`config.mk`:
```
export PLATFORM = sky130hd
export DESIGN_NAME = percent_swing_trend_detector_flat
export DESIGN_NICKNAME = d
export VERILOG_FILES = /design/src/hw/rtl/pstd_pkg.sv /design/src/hw/rtl/pstd_channels.sv /design/src/hw/rtl/pstd_threshold.sv /design/src/hw/rtl/pstd_core.sv /design/src/hw/rtl/percent_swing_trend_detector.sv /design/src/flat_wrapper.sv
export SDC_FILE = /design/constraint.sdc
export NUM_CORES = 2
export LEC_CHECK = 0
export ABC_AREA = 1
export BUFFER_PORTS_ARGS = -buffer_cell sky130_fd_sc_hd__buf_4
export CAP_MARGIN = 20
export CORE_ASPECT_RATIO = 0.9
export CORE_MARGIN = 4
export CORE_UTILIZATION = 60
export DETAILED_ROUTE_END_ITERATION = 10
export GPL_TIMING_DRIVEN = 0
export MAX_ROUTING_LAYER = met4
export PLACE_DENSITY = 0.76
export RECOVER_POWER = 25
export SYNTH_ARGS = -nofsm -noshare
export SYNTH_HDL_FRONTEND = slang
export SYNTH_HIERARCHICAL = 1
export SYNTH_SLANG_ARGS = --single-unit
```
`constraint.sdc`:
```
create_clock -name clock -period 25.2 [get_ports clock]
set_input_delay 2.52 -clock clock [delete_from_list [all_inputs] [get_ports clock]]
set_output_delay 2.52 -clock clock [all_outputs]
set_load 0.02 [all_outputs]
```
`src/hw/rtl/pstd_pkg.sv`:
```
// ----------------------------------------------------------------------------
// pstd_pkg
// Shared widths, codes and types for the percent swing trend detector.
// ----------------------------------------------------------------------------
package pstd_pkg;

   localparam int SAMPLE_BITS = 32;
   localparam int BP_BITS     = 14;
   localparam int FACTOR_BITS = BP_BITS + 1;
   localparam int PROD_BITS   = SAMPLE_BITS + FACTOR_BITS;

   localparam logic [BP_BITS-1:0]     BP_FULL  = BP_BITS'(10000);
   localparam logic [BP_BITS-1:0]     BP_RESET = BP_BITS'(500);

   typedef logic [SAMPLE_BITS-1:0] sample_type;
   typedef logic signed [1:0]      trend_type;

   localparam trend_type TREND_NEUTRAL = 2'sb00;
   localparam trend_type TREND_UP      = 2'sb01;
   localparam trend_type TREND_DOWN    = 2'sb11;

   typedef struct packed {
      sample_type sample;
      logic       sample_missing;
      logic       series_start;
   } item_type;

   typedef struct packed {
      trend_type trend;
      logic      result_empty;
   } result_type;

   typedef struct packed {
      logic [FACTOR_BITS-1:0] upper_factor;
      logic [FACTOR_BITS-1:0] lower_factor;
   } threshold_type;

endpackage

```
`src/hw/rtl/pstd_channels.sv`:
```
// ----------------------------------------------------------------------------
// pstd_channels
// Valid/ready channels for samples, trend results and the threshold write.
// ----------------------------------------------------------------------------
interface pstd_req_if import pstd_pkg::*; ();
   logic       valid;
   logic       ready;
   sample_type sample;
   logic       sample_missing;
   logic       series_start;

   modport source (output valid, sample, sample_missing, series_start, input ready);
   modport sink   (input valid, sample, sample_missing, series_start, output ready);
endinterface

interface pstd_rsp_if import pstd_pkg::*; ();
   logic      valid;
   logic      ready;
   trend_type trend;
   logic      result_empty;

   modport source (output valid, trend, result_empty, input ready);
   modport sink   (input valid, trend, result_empty, output ready);
endinterface

interface pstd_csr_if import pstd_pkg::*; ();
   logic               valid;
   logic               ready;
   logic [BP_BITS-1:0] reversal_basis_points;

   modport source (output valid, reversal_basis_points, input ready);
   modport sink   (input valid, reversal_basis_points, output ready);
endinterface

```
`src/hw/rtl/pstd_threshold.sv`:
```
// ----------------------------------------------------------------------------
// pstd_threshold
// Threshold register; saturates at full scale and keeps the two
// cross-multiplication factors (full +/- threshold) ready for the compare.
// ----------------------------------------------------------------------------
module pstd_threshold import pstd_pkg::*; (
   input  logic               clock,
   input  logic               reset,
   input  logic               wr_valid,
   input  logic [BP_BITS-1:0] wr_data,
   output threshold_type      thresh
);

   logic [BP_BITS-1:0]     bp_sat;
   logic [FACTOR_BITS-1:0] upper_ff, upper_in;
   logic [FACTOR_BITS-1:0] lower_ff, lower_in;

   assign bp_sat   = (wr_data > BP_FULL) ? BP_FULL : wr_data;
   assign upper_in = FACTOR_BITS'(BP_FULL) + FACTOR_BITS'(bp_sat);
   assign lower_in = FACTOR_BITS'(BP_FULL) - FACTOR_BITS'(bp_sat);

   always_ff @(posedge clock) begin
      if (reset) begin
         upper_ff <= FACTOR_BITS'(BP_FULL) + FACTOR_BITS'(BP_RESET);
         lower_ff <= FACTOR_BITS'(BP_FULL) - FACTOR_BITS'(BP_RESET);
      end else if (wr_valid) begin
         upper_ff <= upper_in;
         lower_ff <= lower_in;
      end
   end

   assign thresh.upper_factor = upper_ff;
   assign thresh.lower_factor = lower_ff;

`ifndef NO_ASSERTIONS
   a_factor_sum: assert property (@(posedge clock) disable iff (reset)
      (PROD_BITS'(upper_ff) + PROD_BITS'(lower_ff)) == PROD_BITS'(2 * 10000))
      else $error("threshold factors out of step");
   a_lower_range: assert property (@(posedge clock) disable iff (reset)
      lower_ff <= FACTOR_BITS'(BP_FULL))
      else $error("lower factor above full scale");
   a_write_takes: assert property (@(posedge clock) disable iff (reset)
      wr_valid && wr_data <= BP_FULL |=> upper_ff == FACTOR_BITS'(BP_FULL) +
      FACTOR_BITS'($past(wr_data)))
      else $error("threshold write lost");
`endif

endmodule

```
`src/hw/rtl/pstd_core.sv`:
```
// ----------------------------------------------------------------------------
// pstd_core
// Series state and one-item trend decision by cross-multiplied compares.
// ----------------------------------------------------------------------------
module pstd_core import pstd_pkg::*; (
   input  logic          clock,
   input  logic          reset,
   input  logic          step,
   input  item_type      item,
   input  threshold_type thresh,
   output result_type    result
);

   logic       seen_ff, seen_in;
   trend_type  trend_ff, trend_in;
   sample_type ext_ff, ext_in;

   logic       eff_seen;
   trend_type  eff_trend;
   sample_type eff_ext;

   logic [PROD_BITS-1:0] scaled_cur;
   logic [PROD_BITS-1:0] upper;
   logic [PROD_BITS-1:0] lower;

   // series start clears the state before the item is used
   assign eff_seen  = item.series_start ? 1'b0 : seen_ff;
   assign eff_trend = item.series_start ? TREND_NEUTRAL : trend_ff;
   assign eff_ext   = item.series_start ? '0 : ext_ff;

   assign scaled_cur = PROD_BITS'(item.sample) * PROD_BITS'(BP_FULL);
   assign upper      = PROD_BITS'(eff_ext) * PROD_BITS'(thresh.upper_factor);
   assign lower      = PROD_BITS'(eff_ext) * PROD_BITS'(thresh.lower_factor);

   always_comb begin
      seen_in             = eff_seen;
      trend_in            = eff_trend;
      ext_in              = eff_ext;
      result.trend        = TREND_NEUTRAL;
      result.result_empty = 1'b0;
      if (item.sample_missing) begin
         result.trend        = eff_seen ? eff_trend : TREND_NEUTRAL;
         result.result_empty = !eff_seen;
      end else if (!eff_seen) begin
         seen_in  = 1'b1;
         trend_in = TREND_NEUTRAL;
         ext_in   = item.sample;
      end else begin
         case (eff_trend)
            TREND_NEUTRAL: begin
               if (scaled_cur > upper) begin
                  trend_in = TREND_UP;
                  ext_in   = item.sample;
               end else if (scaled_cur < lower) begin
                  trend_in = TREND_DOWN;
                  ext_in   = item.sample;
               end
            end
            TREND_DOWN: begin
               if (item.sample <= eff_ext) begin
                  ext_in = item.sample;
               end else if (scaled_cur >= upper) begin
                  trend_in = TREND_UP;
                  ext_in   = item.sample;
               end
            end
            TREND_UP: begin
               if (item.sample >= eff_ext) begin
                  ext_in = item.sample;
               end else if (scaled_cur <= lower) begin
                  trend_in = TREND_DOWN;
                  ext_in   = item.sample;
               end
            end
            default: begin
            end
         endcase
         result.trend = trend_in;
      end
   end

   always_ff @(posedge clock) begin
      if (reset) begin
         seen_ff  <= 1'b0;
         trend_ff <= TREND_NEUTRAL;
         ext_ff   <= '0;
      end else if (step) begin
         seen_ff  <= seen_in;
         trend_ff <= trend_in;
         ext_ff   <= ext_in;
      end
   end

`ifndef NO_ASSERTIONS
   a_empty_neutral: assert property (@(posedge clock) disable iff (reset)
      step && result.result_empty |-> result.trend == TREND_NEUTRAL)
      else $error("empty result with a trend");
   a_real_sets_seen: assert property (@(posedge clock) disable iff (reset)
      step && !item.sample_missing |=> seen_ff)
      else $error("real sample not recorded");
   a_first_extreme: assert property (@(posedge clock) disable iff (reset)
      step && !item.sample_missing && !eff_seen |=>
      ext_ff == $past(item.sample) && trend_ff == TREND_NEUTRAL)
      else $error("first sample did not set the extreme");
   a_unseen_neutral: assert property (@(posedge clock) disable iff (reset)
      !seen_ff |-> trend_ff == TREND_NEUTRAL)
      else $error("trend without a sample");
`endif

endmodule

```
`src/hw/rtl/percent_swing_trend_detector.sv`:
```
// Path: a sample taken on req waits in the input register; the core's result
//   goes to the result register, from which it is offered on rsp.
// Throughput: one sample per cycle unless rsp stalls; the state update and two
//   32x15 multiplies and compares fit between the input and result registers.
// Reset: synchronous, active high; clears the series state, empties both
//   registers and loads the threshold with 500 basis points.
// ----------------------------------------------------------------------------
// percent_swing_trend_detector
// Zigzag-style percent reversal trend detector with a threshold register.
// ----------------------------------------------------------------------------
module percent_swing_trend_detector import pstd_pkg::*; (
   input  logic       clock,
   input  logic       reset,
   pstd_req_if.sink   req_if,
   pstd_rsp_if.source rsp_if,
   pstd_csr_if.sink   csr_if
);

   logic          in_valid_ff, in_valid_in;
   item_type      in_item_ff;
   logic          out_valid_ff, out_valid_in;
   result_type    out_result_ff;
   logic          advance;
   logic          req_xfer;
   threshold_type thresh;
   result_type    core_result;

   assign advance     = in_valid_ff && (!out_valid_ff || rsp_if.ready);
   assign req_xfer    = req_if.valid && req_if.ready;
   assign req_if.ready = !in_valid_ff || advance;
   assign in_valid_in  = req_xfer || (in_valid_ff && !advance);
   assign out_valid_in = advance || (out_valid_ff && !rsp_if.ready);

   always_ff @(posedge clock) begin
      if (reset) begin
         in_valid_ff  <= 1'b0;
         out_valid_ff <= 1'b0;
      end else begin
         in_valid_ff  <= in_valid_in;
         out_valid_ff <= out_valid_in;
      end
   end

   always_ff @(posedge clock) begin
      if (req_xfer) begin
         in_item_ff.sample         <= req_if.sample;
         in_item_ff.sample_missing <= req_if.sample_missing;
         in_item_ff.series_start   <= req_if.series_start;
      end
      if (advance) begin
         out_result_ff <= core_result;
      end
   end

   assign csr_if.ready = 1'b1;

   pstd_threshold u_threshold (
      .clock    (clock),
      .reset    (reset),
      .wr_valid (csr_if.valid),
      .wr_data  (csr_if.reversal_basis_points),
      .thresh   (thresh)
   );

   pstd_core u_core (
      .clock  (clock),
      .reset  (reset),
      .step   (advance),
      .item   (in_item_ff),
      .thresh (thresh),
      .result (core_result)
   );

   assign rsp_if.valid        = out_valid_ff;
   assign rsp_if.trend        = out_result_ff.trend;
   assign rsp_if.result_empty = out_result_ff.result_empty;

`ifndef NO_ASSERTIONS
   a_no_overwrite: assert property (@(posedge clock) disable iff (reset)
      out_valid_ff && !rsp_if.ready |=> out_valid_ff && $stable(out_result_ff))
      else $error("stalled result overwritten");
   a_item_moves: assert property (@(posedge clock) disable iff (reset)
      advance |=> out_valid_ff)
      else $error("processed sample produced no result");
   a_input_held: assert property (@(posedge clock) disable iff (reset)
      in_valid_ff && !advance |=> in_valid_ff && $stable(in_item_ff))
      else $error("waiting sample lost");
`endif

endmodule
```
`src/flat_wrapper.sv`:
```
// flat-port wrapper written by rule: the top's interface ports become plain ports
module percent_swing_trend_detector_flat import pstd_pkg::*;
  (clock, reset, req_if_valid, req_if_sample, req_if_sample_missing, req_if_series_start, req_if_ready, rsp_if_valid, rsp_if_trend, rsp_if_result_empty, rsp_if_ready, csr_if_valid, csr_if_reversal_basis_points, csr_if_ready);
  pstd_req_if req_if_i ();
  pstd_rsp_if rsp_if_i ();
  pstd_csr_if csr_if_i ();
  input  logic clock;
  input  logic reset;
  input wire logic [$bits(req_if_i.valid)-1:0] req_if_valid;
  input wire logic [$bits(req_if_i.sample)-1:0] req_if_sample;
  input wire logic [$bits(req_if_i.sample_missing)-1:0] req_if_sample_missing;
  input wire logic [$bits(req_if_i.series_start)-1:0] req_if_series_start;
  output wire logic [$bits(req_if_i.ready)-1:0] req_if_ready;
  output wire logic [$bits(rsp_if_i.valid)-1:0] rsp_if_valid;
  output wire logic [$bits(rsp_if_i.trend)-1:0] rsp_if_trend;
  output wire logic [$bits(rsp_if_i.result_empty)-1:0] rsp_if_result_empty;
  input wire logic [$bits(rsp_if_i.ready)-1:0] rsp_if_ready;
  input wire logic [$bits(csr_if_i.valid)-1:0] csr_if_valid;
  input wire logic [$bits(csr_if_i.reversal_basis_points)-1:0] csr_if_reversal_basis_points;
  output wire logic [$bits(csr_if_i.ready)-1:0] csr_if_ready;
  assign req_if_i.valid = req_if_valid;
  assign req_if_i.sample = req_if_sample;
  assign req_if_i.sample_missing = req_if_sample_missing;
  assign req_if_i.series_start = req_if_series_start;
  assign req_if_ready = req_if_i.ready;
  assign rsp_if_valid = rsp_if_i.valid;
  assign rsp_if_trend = rsp_if_i.trend;
  assign rsp_if_result_empty = rsp_if_i.result_empty;
  assign rsp_if_i.ready = rsp_if_ready;
  assign csr_if_i.valid = csr_if_valid;
  assign csr_if_i.reversal_basis_points = csr_if_reversal_basis_points;
  assign csr_if_ready = csr_if_i.ready;
  percent_swing_trend_detector u_core (.clock(clock), .reset(reset), .req_if(req_if_i), .rsp_if(rsp_if_i), .csr_if(csr_if_i));
endmodule
```
==> impl_metrics.tcl <==
set metrics [dict create \
    worst_path_max_delay_cell "clkbuf_1" \
    startpoint "u_core/in_item_ff[0]" \
    hold_viol 0 \
    dieWidth_um 291 \
    synthToLayoutAreaGrowth_pct 4.61 \
    power.leakage_nw 23.3 \
    drv_slew 0 \
    drtIter0Drc 4767 \
    path_clk_slew_ps 110 \
    core_area_sq_um 71600 \
    critPathRequiredTime_ps 25470 \
    synthMuxAreaShare_pct 0 \
    gr-total-overflow 0 \
    synth_edf_count 37 \
    cts-root-buf "clkbuf_16" \
    gp_congestion 1.03 \
    post-cts-setup-buffers 0 \
    fmax_mhz 73.2 \
    cts.sinks 103 \
    wl_met2_mm 61.7 \
    post-place-ws_ps 12260 \
    yosysTopAreaCellShare_pct 39.6 \
    clk_latency_ps 410 \
    end_kind "flip-flop" \
    synthesis.area_sq_um 43400 \
    synth_area_leader_cell "fa_1" \
    setup_viol 0 \
    antenna_found_initial 5 \
    drc 0 \
    pin_count 59 \
    critPathMaxStageDelay_ps 820 \
    grt_pass1_vias 38900 \
    min_period_ps 13660 \
    die_h_um 263 \
    wl_met3_mm 21.0 \
    netlist_top_cells_area "fa_1, ha_1, nand2_1" \
    vias 39200 \
    relSlewSlack_pct 15.9 \
    worst-setup-path-type "reg2reg" \
    final_cells 6631 \
    io_buffers 56 \
    ys_seq_elements 103 \
    grt_max_degree 24 \
    startpoint_type "flip-flop" \
    ctsResizeCount 0 \
    cts_buffer_depth 2 \
    finalWorstSetupSlack_ps 11540 \
    start_util_pct 60.6 \
    power.total_mw 2.58 \
    synth_top_family_by_area "adder cells" \
    synth_xor_area_share_pct 2.44 \
    rr_worst_depth 44 \
    cp_max_fo 10 \
    wire_per_inst_um 23.0 \
    powerDensity_nw_per_um2 56.9 \
    holdBufCountCts 0 \
    seq_area_frac_synth_pct 5.61 \
    arrival_ps 13930 \
    reg2reg_to "u_core/u_core/ext_ff[15]" \
    placed_cell_area_sq_um 45000 \
    r2r_setup_slack_ps 11540 \
    synth_fa_ha_area_share_pct 52.9 \
    rsz0062_at_grt "false" \
    hold_path_class "reg2reg" \
    whs_ps 468 \
    dp_hpwl_mm 127 \
    yosys_warnings 6 \
    dr.pass1.iters 7 \
    yosys.area_share.simple_pct 20.4 \
    tightest_slew_ps 1260 \
    period_share_pct 54.2 \
    tns_ps 0 \
    post-place-cells 6607 \
    fp-row-count 93 \
    synth_nets 6969 \
    nets 7041 \
    rr_startpoint "u_core/in_item_ff[0]" \
    drt-total-wl_mm 152 \
    ys_types 58 \
    htreeDepth 3 \
    synth_common_cells "nand2_1, inv_1, fa_1" \
    top_layer_used "met4" \
    outcome "complete, no violations" \
    synthCells 5597 \
    fin_area_sq_um 45400 \
    drive_gt1_share_pct 2.93 \
    track_usage_pct 41.3 \
    ys.flop_type "dfxtp_1" \
    synth_compound_area_share_pct 6.46 \
    syn_avg_cell_area_sq_um 7.75 \
    endpoint "u_core/u_core/ext_ff[15]" \
    clock_skew_ps 23.6 \
    grt_pass1_wl_mm 232 \
    drtAntennaViolNets 0 \
    maxCapViolCount 0 \
    async_flop_share_pct 0 \
    ir_worst_vdd_mv 0.0925 \
    synth_most_common_cell "nand2_1" \
    vias_per_cell 5.90 \
    cts_buffers 9 \
    cts_tree "yes" \
    wl_met1_mm 58.2 \
    dieArea_sq_um 76700 \
    utilization_pct 63.4 \
]
-- metal layers --
metal | vias up | track usage [%]
li1 | 17100 | -
met1 | 19000 | 54.1
met2 | 2513 | 57.1
met3 | 540 | 12.8
met4 | 0 | 22.7
met5 | - | -
-- sequential cells by signal (all words and copies together) (netlist names) --
register,count
u_core/u_threshold/lower_ff,14
u_core/u_core/trend_ff,2
u_core/rsp_if.result_empty,1
u_core/in_valid_ff,1
u_core/rsp_if.trend,2
u_core/in_item_ff,34
u_core/u_threshold/upper_ff,15
u_core/rsp_if.valid,1
u_core/u_core/ext_ff,32
u_core/u_core/seen_ff,1
-- critical path, delay by kind of cell (launching register included) --
kind                     cells  cell delay [ps]
adder cells (fa/ha/maj)      8             3680
AND/OR/NAND/NOR             15             3650
buffers and inverters       11             3340
AO/OA/AOI/OAI                9             2070
XOR/XNOR                     1              370
flip-flops                   1              330
-- worst min-delay path by stage --
stage | startpoint | endpoint | slack (ps) | depth (start not counted)
final | u_core/u_core/ext_ff[31] | u_core/u_core/ext_ff[31] | 470 | 2
after global routing | u_core/u_core/ext_ff[14] | u_core/u_core/ext_ff[14] | 480 | 2
after CTS | u_core/u_core/ext_ff[17] | u_core/u_core/ext_ff[17] | 470 | 2
after detailed placement | u_core/u_core/ext_ff[17] | u_core/u_core/ext_ff[17] | 460 | 2
after global placement | u_core/u_core/ext_ff[26] | u_core/u_core/ext_ff[26] | 450 | 2
after floorplan | u_core/u_threshold/lower_ff[4] | u_core/u_threshold/lower_ff[4] | 440 | 2
-- placed cells by master, fill, tap and decap left out, types with 9 or more instances in the layout --
master and count:
clkbuf_1 175, inv_1 1105, buf_2 25, xnor2_1 49
ha_1 460, clkinv_1 30, a21o_1 21, nand2_2 9
nor4_1 9, edfxtp_1 37, nor2_1 664, buf_4 37
nor3_1 16, a31oi_1 13, xor2_1 72, nand4_1 70
o21ai_0 88, clkbuf_16 9, dfxtp_1 66, nand3_1 211
nand2_1 1157, fa_1 859, a21oi_1 321, buf_1 11
o21ai_1 9, o21a_1 13, clkbuf_4 34
-- kinds of logic after synthesis --
group / count (synthesis)
AO/OA/AOI/OAI: 512
XOR/XNOR: 121
adder cells (fa/ha/maj): 1319
buffers and inverters: 1372
flip-flops: 103
other: 1
AND/OR/NAND/NOR: 2169
-- area by class of cell --
class,instances,area [sq um]
timing repair buffer,61,475
multi-input combinational,4122,35600
buffer,231,1010
tap,950,1190
sequential,103,2430
clock buffer,9,225
clock inverter,7,93.8
antenna,7,17.5
fill,6595,26200
inverter,1141,4280
-- where the power goes --
part | switching, mW | leakage, nW | internal (mW)
combinational | 1.44 | 22.2 | 0.765
clock | 0.0993 | 0.156 | 0.0737
sequential | 0.0231 | 0.903 | 0.183
Power figures use the tool's default switching activity.
